--- config.mk ---
export PLATFORM = sky130hd
export DESIGN_NAME = tccw_ctrl
export DESIGN_NICKNAME = d
export VERILOG_FILES = /design/src/rtl/tccw_pkg.sv /design/src/rtl/tccw_ctrl.sv
export SDC_FILE = /design/constraint.sdc
export NUM_CORES = 1
export LEC_CHECK = 0
export BUFFER_PORTS_ARGS = -buffer_cell sky130_fd_sc_hd__buf_2
export CAP_MARGIN = 20
export CORE_AREA = 2 2 39 41
export DETAILED_ROUTE_END_ITERATION = 7
export DIE_AREA = 0 0 41 43
export SLEW_MARGIN = 20
export SYNTH_ARGS = -nofsm -noshare
export SYNTH_HDL_FRONTEND = slang
export SYNTH_SLANG_ARGS = --single-unit
--- constraint.sdc ---
create_clock -name clock -period 2.9 [get_ports clock]
set_input_delay 0 -clock clock [delete_from_list [all_inputs] [get_ports clock]]
set_output_delay 0 -clock clock [all_outputs]
set_load 0.005 [all_outputs]
--- src/rtl/tccw_pkg.sv ---
`timescale 1ns / 1ps
`default_nettype none
// ----------------------------------------------------------------------------
// tccw_pkg
// Shared types and constants of the text console cell writer: request and
// response payloads, controller commands and datapath status.
// ----------------------------------------------------------------------------
package tccw_pkg;

   localparam logic       KIND_PUT     = 1'b0;
   localparam logic       KIND_READ    = 1'b1;
   localparam logic [7:0] CODE_NEWLINE = 8'd10;
   localparam logic [7:0] CODE_RETURN  = 8'd13;
   localparam logic [7:0] ATTR_RESET   = 8'h07;
   localparam logic [7:0] CHAR_BLANK   = 8'h00;

   typedef struct packed {
      logic        kind;
      logic [7:0]  char_code;
      logic [10:0] read_address;
   } tccw_req_type;

   typedef struct packed {
      logic [10:0] cursor_position;
      logic [15:0] cell_data;
   } tccw_rsp_type;

   typedef enum logic [2:0] {
      OP_IDLE,
      OP_CLEAR,
      OP_LOAD,
      OP_EXEC,
      OP_SCROLL_RD,
      OP_SCROLL_WR,
      OP_BLANK,
      OP_RESPOND
   } tccw_op_type;

   typedef struct packed {
      tccw_op_type op;
   } tccw_cmd_type;

   typedef struct packed {
      logic scan_last;
      logic copy_last;
      logic wrap;
      logic out_busy;
   } tccw_status_type;

endpackage
`default_nettype wire

--- src/rtl/tccw_ctrl.sv ---
`timescale 1ns / 1ps
`default_nettype none
// ----------------------------------------------------------------------------
// tccw_ctrl
// Sequencer for the cell writer: clearing pass after reset, request load,
// execute, scroll copy, last row blanking and response hand-off.
// ----------------------------------------------------------------------------
module tccw_ctrl (
   input  wire                       clock,
   input  wire                       reset,
   input  wire                       req_valid,
   output logic                      req_ready,
   input  tccw_pkg::tccw_status_type status,
   output tccw_pkg::tccw_cmd_type    cmd
);
   import tccw_pkg::*;

   typedef enum logic [2:0] {
      ST_CLEAR,
      ST_IDLE,
      ST_EXEC,
      ST_SCROLL_RD,
      ST_SCROLL_WR,
      ST_BLANK,
      ST_RESP
   } state_type;

   state_type state_ff;
   state_type state_in;

   always_comb begin
      state_in = state_ff;
      cmd.op   = OP_IDLE;
      unique case (state_ff)
         ST_CLEAR: begin
            cmd.op = OP_CLEAR;
            if (status.scan_last) begin
               state_in = ST_IDLE;
            end
         end
         ST_IDLE: begin
            if (req_valid) begin
               cmd.op   = OP_LOAD;
               state_in = ST_EXEC;
            end
         end
         ST_EXEC: begin
            cmd.op   = OP_EXEC;
            state_in = status.wrap ? ST_SCROLL_RD : ST_RESP;
         end
         ST_SCROLL_RD: begin
            cmd.op   = OP_SCROLL_RD;
            state_in = ST_SCROLL_WR;
         end
         ST_SCROLL_WR: begin
            cmd.op   = OP_SCROLL_WR;
            state_in = status.copy_last ? ST_BLANK : ST_SCROLL_RD;
         end
         ST_BLANK: begin
            cmd.op = OP_BLANK;
            if (status.scan_last) begin
               state_in = ST_RESP;
            end
         end
         ST_RESP: begin
            if (!status.out_busy) begin
               cmd.op   = OP_RESPOND;
               state_in = ST_IDLE;
            end
         end
         default: begin
            state_in = ST_CLEAR;
         end
      endcase
   end

   always_ff @(posedge clock) begin
      if (reset) begin
         state_ff <= ST_CLEAR;
      end else begin
         state_ff <= state_in;
      end
   end

   assign req_ready = (state_ff == ST_IDLE);

   // an accepted request always goes to execute next
   assert property (@(posedge clock) disable iff (reset)
      (req_valid && req_ready) |=> (state_ff == ST_EXEC))
      else $error("accepted request did not reach execute");

endmodule
`default_nettype wire

==> results.md, run 1 <==
- Outcome: finished clean
- Count leader, synth: o21ai_0
- Synthesized area per cell: 7.676 sq um
- Initial Util: 0.2052
- Max reg flops: 3
- Maximum VDD drop: 404.7 uV
- Fin. Hold Viols: 0
- Post-cts resize count: 0
- Vias in the first global route: 226
- Placed cell count: 60
- Biggest regs: state_ff x3
- Die width: 41 um
- Post-synth EDFFs: 0
- Routed wire per std cell: 9.547 um
- GRT overflow: 0
- Area delta synth->final: 29.08%
- Reg2Reg Depth: 4
- Mapped Area: 284.0 sq um
- Post-route ant nets: 0
- Vias per inst: 4.641
- #FFs+latches synth: 3
- Total power: 311.9 uW
- Crit Path Max Fanout: 16
- Clk_lat worst skew: 0.23 ns
- Hold Startpoint: reset
- Worst-path clk slew: 0.04 ns
- Hold_buf cts: 0
- Final setup fails: 0
- Routed via count: 297
- Post-synth ARST share: 0
- Reg-to-reg slack, setup: 1.41 ns
- WP buf/inv: 0
- Worst r2r dst: state_ff[2]
- Full die area: 1763 sq um
- Worst Hold Class: input pin to register
- Hold path cells: 4
- Share of the yosys chip area belonging to registers: 0.2115
- Total wire length: 611 um
- CTS Buf Count: 3
- Max Clk Rate: 0.6714 GHz
- Post-synthesis cell type count: 23
- Max-Cap Viols: 0
- Setup Skew: 0.0009564 ns
- Die Y: 43 um
- Slew headroom: 0.6609
- CP Cell Sequence: mux2_4, nor3b_4, o21bai_1, o311a_1
- I/O pin count: 11
- Hold Path Sink: state_ff[1]
- Initial antenna violation count: 0
- Leakage: 0.0001504 uW
- Layout cell share with drive strength beyond 1: 0.3125
- Crit path DAT: 1.60 ns
- Launch point of the worst reg-to-reg path: state_ff[2]
- CTS Buffer Depth: 2
- Port bufs: 10
- Setup crit end kind: register
- Diodes inserted: 0
- Max-slew violations: 0
- Final Cycle Share: 0.5136
- DRT Pass-1 Iters: 4
- Core Util, Final: 0.2649
- Commonest cells in the synthesized netlist: o21ai_0 (5), nand2_1 (4), dfxtp_1 (3)
- Core area: 1384 sq um
- Top cell type's share of synthesized area: 0.2115
- Total GRT Usage: 0.08434
- Synth warnings: 0
- Post-route minimum period: 1.489 ns
- H-tree lvl count: 1
- Crit path max-delay family: flip-flops
- Critical path required time: 3.01 ns
- Clock sink total: 3
- Synthesized instance count: 37
- TritonCTS clock tree: done
- Post-DP HPWL: 437.1 um
- Synth top area cells: dfxtp_1 (21%), o21ai_0 (8.8%), nor3b_4 (6.6%)
- Residual DRC count: 0
- Pwr/cell area: 850.7 nW/um^2
- GP Congestion: 0.7628
- Root Buffer: clkbuf_4
- RSZ-0062 raised after global routing: false
- Leading area contributor after synthesis: dfxtp_1
- Worst Max-Slew Pin Slew: 0.5080 ns
- Row cnt: 14
- Pin count of the biggest net entering global routing: 17
- First-pass GRT wire length: 959 um
- Top_reg_cell synth: dfxtp_1
- Largest register by flop count: state_ff
- Nets: 56
- Post-CTS Setup Bufs: 0
- DRT iter0 DRCs: 1
- Final Non-Filler Cells: 64
- Setup Total Neg Slack: 0 ns
- Crit start category: register
- Crit path kind: register to register
- Slowest stage delay, CP: 0.58 ns
- Slowest CP cell: dfxtp_1
- Mapped Nets: 44
## power breakdown
| group | switching, uW | internal, uW |
|---|---|---|
| clock | 20.6 | 51.5 |
| sequential | 52.9 | 56.3 |
| combinational | 50.9 | 79.8 |
## layer usage
metal,up-vias,routed length (um),track usage
li1,160,-,-
met1,132,302,0.1125
met2,5,285,0.09688
met3,0,23,0.04712
met4,0,0,0.06000
met5,-,0,0
## cell usage in the layout, fill, tap and decap left out, drive strengths merged, types with 2 or more instances in the layout
cell,n
nand2,4
clkbuf,4
o21ai,6
nand3b,2
a211oi,2
nor2b,2
nor3b,3
buf,10
dfxtp,3
## cell type report
cell class                 count  area (sq um)
clock buffer                   4         26.28
fill                         161          1017
inverter                       1         3.754
multi-input combinational     30         206.4
sequential                     3         60.06
tap                           16         20.02
timing repair buffer          10         50.05
## worst max path at each step
stage	start	endpoint	slack, ns	depth (start not counted)
4_1_cts	state_ff[2]	state_ff[2]	1.41	4
5_1_grt	state_ff[2]	state_ff[2]	1.31	4
6_report	state_ff[2]	state_ff[2]	1.41	4
3_3_place_gp	state_ff[2]	state_ff[2]	1.43	4
2_1_floorplan	state_ff[2]	state_ff[2]	1.67	4
3_5_place_dp	state_ff[2]	state_ff[2]	1.42	4
## stage by stage
step / area (sq um) / setup WS, ns / hold slack (ns)
after floorplan: 284.0 / 1.665 / 0.07773
after global placement: 340.3 / 1.427 / 0.2735
after detailed placement: 340.3 / 1.421 / 0.2739
after CTS: 366.6 / 1.412 / 0.02719
after global routing: 366.6 / 1.312 / 0.04544
final: 366.6 / 1.411 / 0.03009
## cells by family after synthesis
group / after synthesis / synth area share
simple gates: 15 / 0.3524
compound gates: 14 / 0.3216
buf+inv: 4 / 0.06165
flops: 3 / 0.2115
mux: 1 / 0.05285
## worst min-delay path, stage by stage
cell,delay [ns]
buf_2,0.08
inv_1,0.05
nand2_1,0.06
nor2_1,0.03
No activity file was read; power rests on OpenSTA's default activity.
==> run 2: changes to the inputs <==
Clock period 2.9 ns to 1.4 ns, I/O delays scaled along.
==> run 2 against run 1 <==
  * Register-to-register slack worse by 1.3 ns
  * Total power up 120%
  * First-iteration DRC count rose to 4.0 times the previous value
  * Highest routed layer unchanged
==> results.md, run 2 (same netlist as run 1, synthesis figures left out) <==
- Clock Power Share: 0.212
- Layout cell share with drive strength beyond 1: 0.3529
- Hold_buf cts: 0
- Vias in the first global route: 302
- Most common cell after layout, fill and taps aside: buf_2
- Post-route minimum period: 1.268 ns
- Layout fillers: 150
- Max Clk Rate: 0.7884 GHz
- First-pass GRT wire length: 1.200 mm
- Clock sink total: 3
- Final Cycle Share: 0.9060
- Hold path cells: 4
- Die width: 41 um
- Max-Cap Viols: 0
- Clk_lat worst skew: 0.23 ns
- Pin count of the biggest net entering global routing: 16
- Crit start category: register
- Worst Hold Class: input pin to register
- I/O pin count: 11
- TritonCTS clock tree: done
- Diodes inserted: 0
- CTS Buf Count: 3
- Pwr/cell area: 1798 nW/um^2
- Slew headroom: 0.7345
- Area delta synth->final: 37.00%
- Biggest regs: state_ff x3
- Reg power frac: 0.235
- Largest register by flop count: state_ff
- Final setup fails: 0
- Crit Path Max Fanout: 15
- GP Congestion: 0.7791
- Leakage: 0.0001660 uW
- Core area: 1384 sq um
- Sw frac: 0.3931
- Row cnt: 14
- Power Internal: 424.6 uW
- Sw Pwr: 275.1 uW
- Setup crit end kind: register
- Reg2Reg Depth: 4
- Setup Skew: 0.001877 ns
- Crit path kind: register to register
- Routed via count: 317
- Routed wire per std cell: 10.36 um
- Total wire length: 694 um
- GRT overflow: 0
- CTS Buffer Depth: 2
- Die Y: 43 um
- H-tree lvl count: 1
- RSZ-0062 raised after global routing: false
- Maximum VDD drop: 731.5 uV
- Fin. Hold Viols: 0
- Post-CTS Setup Bufs: 0
- Max reg flops: 3
- Vias per inst: 4.731
- DRT Pass-1 Iters: 3
- Total power: 699.7 uW
- Initial antenna violation count: 0
- Post-cts resize count: 0
- Worst Max-Slew Pin Slew: 0.3931 ns
- Root Buffer: clkbuf_4
- Nets: 59
- Crit path DAT: 1.38 ns
- Initial Util: 0.2052
- Total GRT Usage: 0.09648
- Post-DP HPWL: 521.7 um
- Outcome: finished clean
- Placed cell count: 63
- DRT iter0 DRCs: 4
- Worst-path clk slew: 0.04 ns
- Critical path required time: 1.51 ns
- Full die area: 1763 sq um
- Setup Total Neg Slack: 0 ns
- Most frequent cells in the layout: buf_2 (10), o21ai_0 (5), nand2_1 (4)
- Residual DRC count: 0
- Gate power share: 0.553
- Final Non-Filler Cells: 67
- Port bufs: 10
- Max-slew violations: 0
- Post-route ant nets: 0
-- run 2: layout make-up --
cell class	count	area [sq um]	share of cell area
clock buffer	4	26.28	0.06752
sequential	3	60.06	0.1543
inverter	1	3.754	0.009646
timing repair buffer	13	72.57	0.1865
tap	16	20.02	0.05145
multi-input combinational	30	206.4	0.5305
-- run 2: power by group through the flow --
stage	clock (uW)	combinational, uW	sequential [uW]
final	148	387	165
after global routing	160	430	169
after CTS	157	384	164
after detailed placement	0	382	165
after global placement	0	381	164
after floorplan	0	262	157
-- run 2: path summary, 6_finish.rpt --
kind / slack (ns) / to / startpoint
setup reg to reg: 0.13 / state_ff[2] / state_ff[2]
hold reg to reg: 0.69 / state_ff[1] / state_ff[0]
setup / recovery: 0.13 / state_ff[2] / state_ff[2]
hold / removal: 0.03 / state_ff[1] / reset
-- run 2: stage by stage --
stage / hold slack (ns) / setup WS [ns] / util / cell area (sq um)
6_report: 0.03240 / 0.1316 / 0.2812 / 389.1
5_1_grt: 0.05202 / 0.06481 / 0.2812 / 389.1
4_1_cts: 0.02441 / 0.1334 / 0.2812 / 389.1
3_5_place_dp: 0.2692 / 0.1432 / 0.2622 / 362.8
3_3_place_gp: 0.2685 / 0.1671 / 0.2622 / 362.8
2_1_floorplan: 0.07773 / 0.1654 / - / 284.0
-- run 2: worst max-delay path, cell delays in order, from the launching register on --
cell	delay (ns)
dfxtp_1	0.31
buf_4	0.18
o41ai_1	0.41
o21bai_1	0.11
o311a_1	0.13
-- run 2: routing by layer --
layer / track usage / share of wire / up-vias
li1: - / - / 167
met1: 0.1355 / 0.50 / 145
met3: 0.01571 / 0.040 / 0
met5: 0 / 0 / -
met4: 0.06000 / 0 / 0
met2: 0.1313 / 0.46 / 5
==> run 3: changes to the inputs <==
==> constraint.sdc (replaced) <==
create_clock -name clock -period 1.4 [get_ports clock]
set_input_delay 0 -clock clock [delete_from_list [all_inputs] [get_ports clock]]
set_output_delay 0 -clock clock [all_outputs]
set_load 0.05 [all_outputs]
==> run 3 against run 2 <==
  * Critical path depth is 1 higher
  * Combinational power is 42% higher
  * Clock power hardly changed
  * Maximum frequency is 0.63% lower
  * Flip-flop and latch count stayed put
  * Via count is 2.5% lower
  * Global-route usage is 0.62 points lower
  * Core utilization is 0.63 points higher
==> results.md, run 3 (same netlist as run 1, synthesis figures left out) <==
- Reg2Reg Depth: 4
- Root Buffer: clkbuf_4
- H-tree lvl count: 1
- Initial antenna violation count: 0
- Outcome: finished clean
- Most frequent cells in the layout: buf_2 (9), o21ai_0 (4), nand2_1 (4), clkbuf_4 (4), buf_4 (3)
- Pin count of the biggest net entering global routing: 15
- Clock sink total: 3
- Post-route ant nets: 0
- Post-cts resize count: 1
- Hold Startpoint: reset
- Total GRT Usage: 0.09027
- Setup crit end kind: output port
- Crit Path Max Fanout: 9
- Full die area: 1763 sq um
- Max-Cap Viols: 0
- Routed wire per std cell: 9.358 um
- Final Cycle Share: 0.9117
- Post-DP HPWL: 471.4 um
- Post-CTS Setup Bufs: 0
- Final setup fails: 0
- Crit path DAT: 1.28 ns
- GP Congestion: 0.7489
- CTS Buf Count: 3
- Most common cell after layout, fill and taps aside: buf_2
- First-pass GRT wire length: 1.110 mm
- Launch point of the worst reg-to-reg path: state_ff[2]
- Nets: 59
- Hold Path Sink: state_ff[1]
- Initial Util: 0.2052
- Max reg flops: 3
- Leakage: 0.0001697 uW
- RSZ-0062 raised after global routing: false
- Residual DRC count: 0
- Worst Hold Class: input pin to register
- Fin. Hold Viols: 0
- Die width: 41 um
- Pwr/cell area: 2197 nW/um^2
- Setup Skew: 0.001804 ns
- Hold_buf cts: 0
- Hold path cells: 4
- Total wire length: 627 um
- DRT iter0 DRCs: 6
- Routed via count: 309
- Worst Max-Slew Pin Slew: 0.4000 ns
- TritonCTS clock tree: done
- Post-route minimum period: 1.276 ns
- GRT overflow: 0
- WHS: 0.02354 ns
- Clk_lat worst skew: 0.23 ns
- Crit path kind: register to output port
- CTS Buffer Depth: 2
- Maximum VDD drop: 843.0 uV
- Port bufs: 10
- Biggest regs: state_ff x3
- Max-slew violations: 0
- Critical path required time: 1.40 ns
- Die Y: 43 um
- Row cnt: 14
- Layout cell share with drive strength beyond 1: 0.3922
- Vias per inst: 4.612
- Setup Total Neg Slack: 0 ns
- Core Util, Final: 0.2875
- Largest register by flop count: state_ff
- Worst-path clk slew: 0.03 ns
- Reg-to-reg slack, setup: 0.13 ns
- Crit start category: register
- Diodes inserted: 0
- Vias in the first global route: 266
- Max Clk Rate: 0.7835 GHz
- Core area: 1384 sq um
- Slew headroom: 0.7299
- DRT Pass-1 Iters: 4
- Worst r2r dst: state_ff[2]
- I/O pin count: 11
- Area delta synth->final: 40.09%
==> run 3: final cells by class <==
type	count	area, sq um
multi-input combinational	30	211.5
fill	148	985.9
timing repair buffer	13	75.07
clock buffer	4	26.28
sequential	3	61.31
tap	16	20.02
inverter	1	3.754
==> run 3: worst max-delay path by stage <==
stage,start,to,slack (ns)
floorplan,state_ff[0],cmd[1],-0.05
CTS,state_ff[0],cmd[1],0.11
finish,state_ff[0],cmd[2],0.12
global placement,state_ff[1],state_ff[2],0.16
global route,state_ff[2],state_ff[2],0.01
detailed placement,state_ff[1],state_ff[2],0.12
==> run 3: stage by stage <==
step / setup WS [ns] / instance area (sq um) / instances / power [uW]
2_1_floorplan: -0.05193 / 289.0 / 37 / 596.6
3_3_place_gp: 0.1641 / 367.9 / 63 / 717.9
3_5_place_dp: 0.1225 / 367.9 / 63 / 717.5
4_1_cts: 0.1067 / 395.4 / 67 / 875.4
5_1_grt: 0.01057 / 397.9 / 67 / 939.7
6_report: 0.1236 / 397.9 / 67 / 874.3
==> run 3: per-layer routing <==
| metal | up-vias | GRT usage | share of wire |
|---|---|---|---|
| met1 | 136 | 0.1346 | 0.52 |
| met4 | 0 | 0.02000 | 0 |
| met5 | - | 0 | 0 |
| li1 | 167 | - | - |
| met3 | 0 | 0.03141 | 0.030 |
| met2 | 6 | 0.1219 | 0.45 |
==> run 3: power breakdown <==
part | internal [uW] | total (uW) | switching [uW] | leakage, uW
clock | 107 | 148 | 41.1 | 0.0000150
combinational | 213 | 550 | 337 | 0.000130
sequential | 119 | 177 | 57.8 | 0.0000252
total | 439 | 874 | 436 | 0.000170
==> run 3: worst max-delay path, cell delays in order (launching register included) <==
cell     delay [ns]
dfxtp_1        0.35
buf_4          0.18
o21ai_0        0.15
nand2_1        0.07
nand2_1        0.05
buf_2          0.25
